**src/rtl/core/fbmd_pkg.sv**
```systemverilog
// shared types, widths and codes for the mono framebuffer downscaler
`default_nettype none
package fbmd_pkg;

    // default geometry
    localparam int SRC_WIDTH_DEF  = 160;
    localparam int SRC_HEIGHT_DEF = 144;
    localparam int OUT_WIDTH_DEF  = 128;
    localparam int OUT_HEIGHT_DEF = 64;

    // payload field widths
    localparam int OPCODE_W = 1;
    localparam int ADDR_W   = 13;
    localparam int DATA_W   = 8;
    localparam int ROW_W    = 6;
    localparam int COL_W    = 4;
    localparam int PAN_W    = 10;

    // configuration port
    localparam int CFG_IDX_W  = 2;
    localparam int CFG_DATA_W = 10;

    // a row is at most this many bytes of eight pixels
    localparam int MAX_ROW_BYTES = 16;
    localparam int PIX_IDX_W     = 7;
    localparam int ROW_MAX       = 63;
    // width of output coordinate plus pan, signed
    localparam int PAN_SUM_W     = 11;

    typedef enum logic [OPCODE_W-1:0] {
        OP_WRITE  = 1'b0,
        OP_RENDER = 1'b1
    } t_opcode;

    typedef enum logic [CFG_IDX_W-1:0] {
        REG_PAN_X      = 2'd0,
        REG_PAN_Y      = 2'd1,
        REG_SCALE_MODE = 2'd2
    } t_reg_idx;

    // controller to datapath
    typedef struct packed {
        logic                 mem_wr;
        logic                 start;
        logic                 y_step;
        logic                 base_load;
        logic                 pix_issue;
        logic [PIX_IDX_W-1:0] pix_idx;
    } t_ctrl;

    // datapath to controller
    typedef struct packed {
        logic y_done;
        logic out_busy;
    } t_stat;

endpackage
`default_nettype wire

```
**src/rtl/core/fbmd_if.sv**
```systemverilog
// request and result channel interfaces
`default_nettype none
interface fbmd_in_if;
    logic                          valid;
    logic                          ready;
    logic [fbmd_pkg::OPCODE_W-1:0] opcode;
    logic [fbmd_pkg::ADDR_W-1:0]   fb_address;
    logic [fbmd_pkg::DATA_W-1:0]   fb_data;
    logic [fbmd_pkg::ROW_W-1:0]    render_row;

    modport source (output valid, output opcode, output fb_address, output fb_data,
                    output render_row, input ready);
    modport sink (input valid, input opcode, input fb_address, input fb_data,
                  input render_row, output ready);
endinterface

`default_nettype wire

```
**src/rtl/core/fbmd_ctrl.sv**
```systemverilog
// sequencer for framebuffer writes and row rendering
`default_nettype none
module fbmd_ctrl #(
    parameter int OUT_WIDTH = fbmd_pkg::OUT_WIDTH_DEF
) (
    input  wire             i_clk,
    input  wire             i_rst_n,
    fbmd_in_if.sink         i_req,
    input  fbmd_pkg::t_stat i_stat,
    output fbmd_pkg::t_ctrl o_cmd
);

    localparam int NBYTES_RAW = (OUT_WIDTH + 7) / 8;
    localparam int NBYTES = (NBYTES_RAW > fbmd_pkg::MAX_ROW_BYTES) ?
                            fbmd_pkg::MAX_ROW_BYTES : NBYTES_RAW;
    localparam int PIX = NBYTES * 8;
    localparam logic [fbmd_pkg::PIX_IDX_W-1:0] PIX_LAST = fbmd_pkg::PIX_IDX_W'(PIX - 1);

    typedef enum logic [1:0] {
        S_IDLE,
        S_YMAP,
        S_BASE,
        S_PIXEL
    } t_state;

    t_state                         r_state, n_state;
    logic [fbmd_pkg::PIX_IDX_W-1:0] r_pix, n_pix;
    logic                           fire;

    assign i_req.ready = (r_state == S_IDLE);
    assign fire        = i_req.valid && (r_state == S_IDLE);

    always_comb begin
        n_state         = r_state;
        n_pix           = r_pix;
        o_cmd           = '0;
        o_cmd.pix_idx   = r_pix;
        case (r_state)
            S_IDLE: begin
                if (fire) begin
                    if (i_req.opcode == fbmd_pkg::OP_WRITE) begin
                        o_cmd.mem_wr = 1'b1;
                    end else begin
                        o_cmd.start = 1'b1;
                        n_state     = S_YMAP;
                    end
                end
            end
            S_YMAP: begin
                if (i_stat.y_done) begin
                    n_state = S_BASE;
                end else begin
                    o_cmd.y_step = 1'b1;
                end
            end
            S_BASE: begin
                o_cmd.base_load = 1'b1;
                n_pix           = '0;
                n_state         = S_PIXEL;
            end
            S_PIXEL: begin
                // the last pixel of a byte waits for a free output register
                if (!((r_pix[2:0] == 3'd7) && i_stat.out_busy)) begin
                    o_cmd.pix_issue = 1'b1;
                    n_pix           = r_pix + 1'b1;
                    if (r_pix == PIX_LAST) begin
                        n_state = S_IDLE;
                    end
                end
            end
            default: begin
                n_state = S_IDLE;
            end
        endcase
    end

    always_ff @(posedge i_clk) begin
        if (!i_rst_n) begin
            r_state <= S_IDLE;
            r_pix   <= '0;
        end else begin
            r_state <= n_state;
            r_pix   <= n_pix;
        end
    end

endmodule
`default_nettype wire

```
**src/flat_wrapper.sv**
```systemverilog
// flat-port wrapper written by rule: the top's interface ports become plain ports
module fbmd_ctrl_flat 
#(
    parameter int OUT_WIDTH = fbmd_pkg::OUT_WIDTH_DEF
)
  (i_clk, i_rst_n, i_stat, o_cmd, i_req_valid, i_req_opcode, i_req_fb_address, i_req_fb_data, i_req_render_row, i_req_ready);
  fbmd_in_if i_req_i ();
  input  wire i_clk;
  input  wire i_rst_n;
  input  fbmd_pkg::t_stat i_stat;
  output fbmd_pkg::t_ctrl o_cmd;
  input wire logic [$bits(i_req_i.valid)-1:0] i_req_valid;
  input wire logic [$bits(i_req_i.opcode)-1:0] i_req_opcode;
  input wire logic [$bits(i_req_i.fb_address)-1:0] i_req_fb_address;
  input wire logic [$bits(i_req_i.fb_data)-1:0] i_req_fb_data;
  input wire logic [$bits(i_req_i.render_row)-1:0] i_req_render_row;
  output wire logic [$bits(i_req_i.ready)-1:0] i_req_ready;
  assign i_req_i.valid = i_req_valid;
  assign i_req_i.opcode = i_req_opcode;
  assign i_req_i.fb_address = i_req_fb_address;
  assign i_req_i.fb_data = i_req_fb_data;
  assign i_req_i.render_row = i_req_render_row;
  assign i_req_ready = i_req_i.ready;
  fbmd_ctrl #(.OUT_WIDTH(OUT_WIDTH)) u_core (.i_clk(i_clk), .i_rst_n(i_rst_n), .i_req(i_req_i), .i_stat(i_stat), .o_cmd(o_cmd));
endmodule
```
**config.mk**
```make
export PLATFORM = sky130hd
export DESIGN_NAME = fbmd_ctrl_flat
export DESIGN_NICKNAME = d
export VERILOG_FILES = /design/src/rtl/core/fbmd_pkg.sv /design/src/rtl/core/fbmd_if.sv /design/src/rtl/core/fbmd_ctrl.sv /design/src/flat_wrapper.sv
export SDC_FILE = /design/constraint.sdc
export NUM_CORES = 1
export LEC_CHECK = 0
export BUFFER_PORTS_ARGS = -buffer_cell sky130_fd_sc_hd__buf_4
export CAP_MARGIN = 20
export CORE_UTILIZATION = 40
export CTS_CLUSTER_DIAMETER = 40
export DETAILED_ROUTE_END_ITERATION = 6
export PLACE_DENSITY = 0.91
export SLEW_MARGIN = 20
export SYNTH_ARGS = -nofsm -noshare
export SYNTH_HDL_FRONTEND = slang
export SYNTH_SLANG_ARGS = --single-unit
```
**constraint.sdc**
```tcl
create_clock -name i_clk -period 4.1 [get_ports i_clk]
set_input_delay 0.82 -clock i_clk [delete_from_list [all_inputs] [get_ports i_clk]]
set_output_delay 0.82 -clock i_clk [all_outputs]
set_load 0.005 [all_outputs]
```
# After elaboration in Yosys (flattened, before gate mapping)
# Cells that the tools add are included.
# totals
ramBits,0
out_inout_bits,13
latch_bits,0
mem_bits_ro,0
memories,0
elab_cells,36
reg_bits,9
# classes
n_div,0
eq_ne,10
bitwise_logic,0
shifts,0
multipliers,0
magnitude_cmp,0
reduce_logical,6
n_addsub,1
n_mux,17
# ops
op,n
two-way mux 2 bit,7
case mux 7 bit (2 select lines),1
case mux 2 bit (4 select lines),1
"adder 7 x 1 -> 7 bit, second input constant",1
"equality test 7 bit, second input constant",1
two-way mux 1 bit,7
two-way mux 7 bit,1
"inequality test 2 bit, second input constant",3
AND reduction 5 bit,1
"equality test 2 bit, second input constant",2
"inequality test 2 x 1 -> 1 bit, second input constant",2
"equality test 3 bit, second input constant",1
"equality test 2 x 1 -> 1 bit, second input constant",1
logical AND 1 bit,2
zero test 2 bit,1
AND reduction 2 bit,1
nonzero test 2 bit,1

# Logic depth before layout (Yosys ltp)
# Gate-level depths: netlist of run 1.
# logic_depth
ltp_word,4
depth_mapped,8
ltp_nobuf,7

# Least setup slack after synthesis of run 1
# No wires, ideal clock.
# synth_path
path_type,input port to output port
start,in i_stat[0] in the netlist's numbering
end,out o_cmd[7] in the netlist's numbering
path_stages,3
setup_slack_ns,2.041
arrival_ns,1.239
t_required_ns,3.280
path_cell_list,a21bo_2 buf_6 inv_1
# synth_rtl
item,line,text
"start, declared",flat_wrapper.sv:10,input fbmd_pkg::t_stat i_stat;
"end, declared",flat_wrapper.sv:11,output fbmd_pkg::t_ctrl o_cmd;

==> results.json, run 1 <==
{
  "nets": 126,
  "gp_congestion": 0.712,
  "p_comb_frac": 0.406,
  "postCtsSetupRepairBufs": 0,
  "max_freq_mhz": 416,
  "path_class": "register to output pin",
  "min_period_ns": 2.41,
  "synthesis.instances": 65,
  "grt_pass1_vias": 434,
  "critPathSlowestCell": "dfxtp_1",
  "port_buffers": 18,
  "area_growth_pct": 29.1,
  "fin_skew_ns": 0.00745,
  "path_clk_slew_ns": 0.06,
  "gr-total-overflow": 0,
  "crit_path_cell_trace": "ha_1 -> ha_1 -> a21bo_2 -> inv_1 -> buf_4",
  "r2r_slack_ns": 2.28,
  "worstSetupEndpointType": "output pin",
  "die_area_sq_um": 1570,
  "rows": 13,
  "synth-seq-cells": 9,
  "die_width_microns": 39.6,
  "clkLatencyLatePin_ns": 0.27,
  "critPathLaunchType": "register",
  "critical-path-max-stage-delay_ns": 0.35,
  "crit_top_cell": "ha_1",
  "hold_class": "register to register",
  "min_delay_worst_endpoint": "u_core.r_state[1]",
  "rsz0062_at_grt": "false",
  "grt_usage": 0.184,
  "antenna_found_initial": 0,
  "grt_pass1_wl_mm": 1.83,
  "synth_nets": 105,
  "critical_path_peak_fanout": 11,
  "tightest_slew_ns": 0.461,
  "period_share": 0.587,
  "h-tree-depth": 1,
  "p_int_uw": 195,
  "ios": 46,
  "fin_tns_setup_ns": 0,
  "die_y_microns": 39.6,
  "r2r_start": "u_core.r_pix[0]",
  "drcViolationCount": 0,
  "seq_area_frac_synth": 0.318,
  "ant_nets": 0,
  "start_util": 0.430,
  "core_area_sq_um": 1320,
  "hp-start": "u_core.r_state[1]",
  "peakVddDrop_mv": 0.182,
  "p_leak_uw": 0.000349,
  "cts_tree": "done",
  "routedWlPerCell_microns": 12.1,
  "final_cells": 100,
  "netlist-cell-type-count": 26,
  "drt_iter0_drc": 8,
  "cts_resized": 0,
  "critPathBufInv": 2,
  "clockPowerShare": 0.237,
  "cts-buffers-inserted": 3,
  "rr_worst_depth": 6,
  "power_density_nw_per_um2": 406,
  "num_vias": 529,
  "finalMaxSlewViolations": 0,
  "yosysWarnings": 0,
  "cts_hold_buffers": 0,
  "vias_per_cell": 5.29,
  "crit_family": "adder cells",
  "setup-violations-final": 0,
  "drive_gt1_frac": 0.294,
  "crit_cells": 5,
  "cap_violations": 0,
  "cts.sinks": 9,
  "switching_share": 0.343,
  "grt_max_degree": 12,
  "critical_path.startpoint": "u_core.r_pix[0]",
  "p_seq_frac": 0.357,
  "clockBufferDepth": 2,
  "syn-cell-area_sq_um": 567,
  "holdPathStages": 2,
  "relSlewSlack": 0.692,
  "antenna_cells": 0,
  "avgSynthCellArea_sq_um": 8.72,
  "r2r_end": "u_core.r_pix[3]",
  "fill_cells": 126,
  "finalHoldViolations": 0,
  "routed_wirelength_mm": 1.21,
  "placed_cells": 96,
  "outcome": "finished clean",
  "crit_required_ns": 3.28,
  "firstDrtPassIters": 4,
  "root_buffer": "clkbuf_4",
  "arrival_ns": 1.59,
  "hpwl_microns": 910,
  "p_switching_uw": 102
}
[metrics by stage]
stage	cell area, sq um	util	setup slack [ns]	hold WS, ns	power, uW
after global routing	732	0.556	1.56	0.547	323
after floorplan	567	-	2.04	0.468	184
final	732	0.556	1.69	0.506	297
after detailed placement	706	0.536	1.82	0.494	230
after global placement	706	0.536	1.82	0.486	223
after CTS	732	0.556	1.70	0.501	301
[cell usage after synthesis]
master     number  area, sq um
dfxtp_1         9          180
inv_1           3         11.3
and3_1          2         12.5
buf_6           1         11.3
or2_2           1         6.26
xnor2_1         1         8.76
or4_1           1         7.51
nand2b_1        1         6.26
clkbuf_1        1         3.75
nand3_1         7         35.0
o211ai_1        1         7.51
a21boi_0        4         30.0
o211a_1         1         10.0
o21a_1          1         7.51
a21boi_1        1         7.51
a21bo_2         1         10.0
a2111oi_2       1         15.0
nor2b_1         1         6.26
nand2_1        10         37.5
o311ai_0        1         8.76
and2_1          1         6.26
ha_1            7         87.6
nor2_1          2         7.51
mux2i_1         2         20.0
o21ai_0         3         15.0
or3_2           1         7.51
[layer usage]
metal | GRT usage | vias to the layer above | wire, microns
met3 | 0.0852 | 2 | 52
met1 | 0.201 | 246 | 527
li1 | - | 269 | -
met4 | 0.0776 | 0 | 19
met5 | 0 | - | 0
met2 | 0.299 | 12 | 615
[cells in the final DEF (no fill, tap or decap), types with 2 or more instances in the layout]
cell / n
buf_4: 18
nand2_1: 10
dfxtp_1: 9
nand3_1: 7
ha_1: 7
a21boi_0: 4
inv_1: 3
o21ai_0: 3
clkbuf_4: 3
and3_1: 2
nor2_1: 2
mux2i_1: 2
[worst max path at each step]
stage / to
final: o_cmd[7]
after global routing: o_cmd[7]
after CTS: o_cmd[7]
after detailed placement: o_cmd[7]
after global placement: o_cmd[7]
after floorplan: o_cmd[7]
[worst register-to-register path, cell delays in order, from the launching register on]
cell	delay [ns]
dfxtp_1	0.35
ha_1	0.25
ha_1	0.20
a21bo_2	0.26
or2_2	0.34
xnor2_1	0.14
and3_1	0.18
[final cells by class]
| type | count | area [sq um] | share of cell area |
|---|---|---|---|
| clock buffers | 4 | 26.3 | 0.0359 |
| inverters | 3 | 11.3 | 0.0154 |
| multi-input cells | 51 | 360 | 0.492 |
| flip-flops and latches | 9 | 180 | 0.246 |
| well taps | 15 | 18.8 | 0.0256 |
| repair buffers | 18 | 135 | 0.185 |
[cells by family (layout without fill, tap and decap cells)]
family	after synthesis	in the layout	share of synthesized area
multiplexers	2	2	0.0353
XOR/XNOR	1	1	0.0155
AO/OA/AOI/OAI	14	14	0.196
adder cells (fa/ha/maj)	7	7	0.155
AND/OR/NAND/NOR	27	27	0.234
buffers and inverters	5	25	0.0463
flip-flops	9	9	0.318
[registers in the layout (all words and copies together), names as in the netlist]
name,flops
u_core.r_state,2
u_core.r_pix,7
[power by group through the flow]
stage	Combinational (uW)	Sequential, uW	Clock, uW
final	121	106	70.5
after global routing	137	107	78.6
after CTS	122	106	73.0
after detailed placement	122	108	0
after global placement	115	107	0
after floorplan	78.4	106	0
Power figures use the tool's default switching activity.
==> run 2: changes to the inputs <==
- CORE_UTILIZATION: 40 -> 33
- PLACE_DENSITY: 0.91 -> 0.81
- clock period: 4.1 -> 2.1 ns (I/O delays scaled with it)
==> results.json, run 2 (synthesis gave the netlist of run 1 again) <==
{
  "p_int_uw": 379,
  "crit_required_ns": 1.68,
  "path_clk_slew_ns": 0.06,
  "critPathBufInv": 2,
  "register_area_sq_um": 180,
  "final_common_cell": "buf_4",
  "p_seq_frac": 0.364,
  "cts_tree": "done",
  "cts_hold_buffers": 0,
  "start_util": 0.364,
  "grt_pass1_wl_mm": 1.79,
  "gr-total-overflow": 0,
  "firstDrtPassIters": 6,
  "clockBufferDepth": 2,
  "die_width_microns": 43.4,
  "root_buffer": "clkbuf_4",
  "finalPower_uw": 569,
  "antenna_cells": 0,
  "p_comb_frac": 0.404,
  "top_register": "u_core.r_pix",
  "finalHoldViolations": 0,
  "fin_tns_setup_ns": 0,
  "drive_gt1_frac": 0.294,
  "violations": "design-rule violations",
  "critical-path-max-stage-delay_ns": 0.35,
  "nets": 126,
  "path_class": "register to output pin",
  "routedWlPerCell_microns": 10.7,
  "final_area_sq_um": 733,
  "whs_ns": 0.462,
  "grt_usage": 0.126,
  "period_share": 0.950,
  "largest_register_ffs": 7,
  "die_area_sq_um": 1890,
  "relSlewSlack": 0.677,
  "cts_resized": 0,
  "clockPowerShare": 0.232,
  "core_area_sq_um": 1560,
  "setup-violations-final": 0,
  "final_cell_mix": "18 x buf_4, 10 x nand2_1, 9 x dfxtp_1",
  "area_growth_pct": 29.4,
  "drcViolationCount": 2,
  "ant_nets": 0,
  "critPathSlowestCell": "dfxtp_1",
  "rsz0062_at_grt": "false",
  "max_freq_mhz": 502,
  "tightest_slew_ns": 0.484,
  "routed_wirelength_mm": 1.08,
  "place_area_sq_um": 707,
  "worstSetupEndpointType": "output pin",
  "power_density_nw_per_um2": 776,
  "cts.sinks": 9,
  "crit_path_cell_trace": "ha_1 -> ha_1 -> a21bo_2 -> inv_1 -> buf_4",
  "switching_share": 0.334,
  "min_period_ns": 1.99,
  "outcome": "finished, violations left",
  "p_leak_uw": 0.000349,
  "critical_path_peak_fanout": 11,
  "gp_congestion": 0.743,
  "die_y_microns": 43.4,
  "grt_max_degree": 12,
  "final_core_util": 0.470,
  "hold_class": "primary input to register",
  "port_buffers": 18,
  "fin_skew_ns": 0.00152,
  "finalMaxSlewViolations": 0,
  "critPathLaunchType": "register",
  "vias_per_cell": 5.09,
  "ios": 46,
  "antenna_found_initial": 0,
  "clkLatencyLatePin_ns": 0.26,
  "cap_violations": 0,
  "p_switching_uw": 190,
  "fill_cells": 154,
  "crit_family": "adder cells",
  "cts-buffers-inserted": 3,
  "rows": 14,
  "multi_input_area_sq_um": 360,
  "grt_pass1_vias": 438,
  "peakVddDrop_mv": 0.393,
  "hpwl_microns": 829,
  "drt_iter0_drc": 16,
  "postCtsSetupRepairBufs": 0,
  "h-tree-depth": 1,
  "crit_top_cell": "ha_1",
  "num_vias": 514,
  "top_regs": "u_core.r_pix: 7 flops, u_core.r_state: 2 flops",
  "arrival_ns": 1.57
}
==> run 2: cell counts in the layout (fill, tap and decap cells not counted) <==
No cell type changed its count.
==> run 2: cell type report <==
cell class | count | share of cell area
Clock buffer | 4 | 0.0358
Inverter | 3 | 0.0154
Multi-Input combinational cell | 51 | 0.491
Sequential cell | 9 | 0.246
Tap cell | 16 | 0.0273
Timing Repair Buffer | 18 | 0.184
==> run 2: metrics by stage <==
step	worst slack, ns	cells
floorplan	0.352	65
global placement	0.340	97
detailed placement	0.336	97
CTS	0.113	101
global route	0.0108	101
finish	0.106	101
==> run 2: power groups by stage <==
stage / logic (uW) / clock network, uW / registers (uW)
2_1_floorplan: 153 / 0 / 207
3_3_place_gp: 226 / 0 / 210
3_5_place_dp: 231 / 0 / 210
4_1_cts: 232 / 139 / 207
5_1_grt: 259 / 150 / 209
6_report: 230 / 132 / 207
==> run 2: path summary, 6_finish.rpt <==
| kind | start | to | slack [ns] | depth (start not counted) |
|---|---|---|---|---|
| setup / recovery | u_core.r_pix[0] | o_cmd[7] | 0.11 | 5 |
| hold / removal | i_rst_n | u_core.r_pix[5] | 0.46 | 2 |
| setup reg to reg | u_core.r_pix[0] | u_core.r_pix[3] | 0.32 | 6 |
| hold reg to reg | u_core.r_state[1] | u_core.r_state[1] | 0.50 | 2 |
==> run 2: routing by layer <==
| metal | vias up | wire [microns] | GRT usage |
|---|---|---|---|
| met1 | 228 | 462 | 0.151 |
| met4 | 0 | 4 | 0.0188 |
| met5 | - | 0 | 0 |
| met3 | 2 | 70 | 0.0625 |
| li1 | 267 | - | - |
| met2 | 17 | 539 | 0.209 |
==> run 3: changes to the inputs <==
- clock period: 2.1 -> 1.8 ns (I/O delays scaled with it)
==> results.json, run 3 (synthesis gave the netlist of run 1 again) <==
{
  "whs_ns": 0.392,
  "tightest_slew_ns": 0.446,
  "ios": 46,
  "gp_congestion": 0.759,
  "clockBufferDepth": 2,
  "area_growth_pct": 34.7,
  "die_y_microns": 43.4,
  "cap_violations": 0,
  "die_area_sq_um": 1890,
  "pre_cts_slack_ns": 0.0803,
  "relSlewSlack": 0.702,
  "holdPathStages": 2,
  "clkLatencyLatePin_ns": 0.27,
  "fin_tns_setup_ns": 0,
  "grt_pass1_vias": 511,
  "routed_wirelength_mm": 1.25,
  "grt_pass1_wl_mm": 2.06,
  "crit_required_ns": 1.44,
  "rr_worst_depth": 6,
  "top_register": "u_core.r_pix",
  "min_period_ns": 1.76,
  "antenna_cells": 0,
  "final_cell_mix": "20 x buf_4, 10 x nand2_1, 8 x dfxtp_1",
  "die_width_microns": 43.4,
  "rows": 14,
  "max_freq_mhz": 569,
  "violations": "design-rule violations",
  "final_common_cell": "buf_4",
  "routedWlPerCell_microns": 12.2,
  "fin_skew_ns": 0.00369,
  "gr-total-overflow": 0,
  "r2r_slack_ns": 0.12,
  "setup-violations-final": 0,
  "start_util": 0.364,
  "num_vias": 544,
  "worst_slack_ns": 0.0423,
  "hpwl_microns": 930,
  "critical_path_peak_fanout": 8,
  "path_class": "register to output pin",
  "ant_nets": 0,
  "drive_gt1_frac": 0.356,
  "min_delay_worst_endpoint": "u_core.r_pix[5]",
  "cts_hold_buffers": 0,
  "path_clk_slew_ns": 0.06,
  "largest_register_ffs": 7,
  "r2r_end": "u_core.r_pix[3]",
  "worstSetupEndpointType": "output pin",
  "hp-start": "i_rst_n",
  "grt_usage": 0.149,
  "p_leak_uw": 0.000352,
  "vias_per_cell": 5.28,
  "h-tree-depth": 1,
  "r2r_start": "u_core.r_pix[1]",
  "hold_class": "primary input to register",
  "root_buffer": "clkbuf_4",
  "drcViolationCount": 2,
  "finalPower_uw": 689,
  "cts_tree": "done",
  "grt_max_degree": 12,
  "antenna_found_initial": 0,
  "arrival_ns": 1.40,
  "drt_iter0_drc": 11,
  "power_density_nw_per_um2": 902,
  "postCtsSetupRepairBufs": 0,
  "cts.sinks": 9,
  "core_area_sq_um": 1560,
  "finalMaxSlewViolations": 0,
  "cts-buffers-inserted": 3,
  "port_buffers": 18,
  "top_regs": "u_core.r_pix: 7 flops, u_core.r_state: 2 flops",
  "firstDrtPassIters": 6,
  "finalHoldViolations": 0,
  "critPathLaunchType": "register",
  "outcome": "finished, violations left",
  "nets": 128,
  "period_share": 0.977,
  "peakVddDrop_mv": 0.391,
  "rsz0062_at_grt": "false"
}
## run 3: cell count changes in the layout (fill, tap and decap cells not counted)
cell and change:
buf_4 +2, a21bo_2 -1, ha_1 -2, inv_4 +1, inv_1 -1, ha_2 +2
a21bo_4 +1, dfxtp_2 +1, dfxtp_1 -1
## run 3: layout make-up
type | count | area (sq um)
repair buffers | 20 | 150
well taps | 16 | 20.0
fillers | 144 | 796
multi-input cells | 51 | 372
inverters | 3 | 13.8
flip-flops and latches | 9 | 181
clock buffers | 4 | 26.3
## run 3: worst max-delay path by stage
stage / from / to / slack [ns] / cells after the start
floorplan: u_core.r_pix[0] / u_core.r_pix[6] / 0.05 / 6
global placement: u_core.r_pix[1] / u_core.r_pix[3] / 0.10 / 6
detailed placement: u_core.r_pix[1] / u_core.r_state[1] / 0.08 / 6
CTS: u_core.r_pix[1] / o_cmd[7] / 0.0007 / 5
global route: u_core.r_pix[1] / o_cmd[7] / 0.003 / 5
finish: u_core.r_pix[1] / o_cmd[7] / 0.04 / 5
## run 3: what timing repair did
action	4_1_cts	5_1_grt
endpoints found under the setup margin	1	3
cloned	0	0
resized for setup	3	3
hold endpoints to repair	0	0
pin swaps	0	1
## run 3: worst max-delay path, stage by stage, from the launching register on
cell,delay (ns)
dfxtp_2,0.34
ha_2,0.19
ha_2,0.18
a21bo_4,0.25
inv_4,0.07
buf_4,0.10
## run 3: per-stage QoR
step           area, sq um  utilization  instances
2_1_floorplan          567            -         65
3_3_place_gp           722        0.463         99
3_5_place_dp           722        0.463         99
4_1_cts                757        0.486        103
5_1_grt                763        0.490        103
6_report               763        0.490        103
## run 3: routing by layer
metal | up-vias | GRT usage | wire [microns]
met1 | 250 | 0.153 | 510
met4 | 0 | 0.119 | 45
met5 | - | 0 | 0
met3 | 5 | 0.0208 | 45
met2 | 13 | 0.267 | 650
li1 | 276 | - | -
## run 3: power by group
part / total, uW / switching [uW] / internal, uW
combinational: 286 / 139 / 147
clock: 162 / 76.3 / 85.7
sequential: 240 / 20.5 / 220
total: 689 / 236 / 453
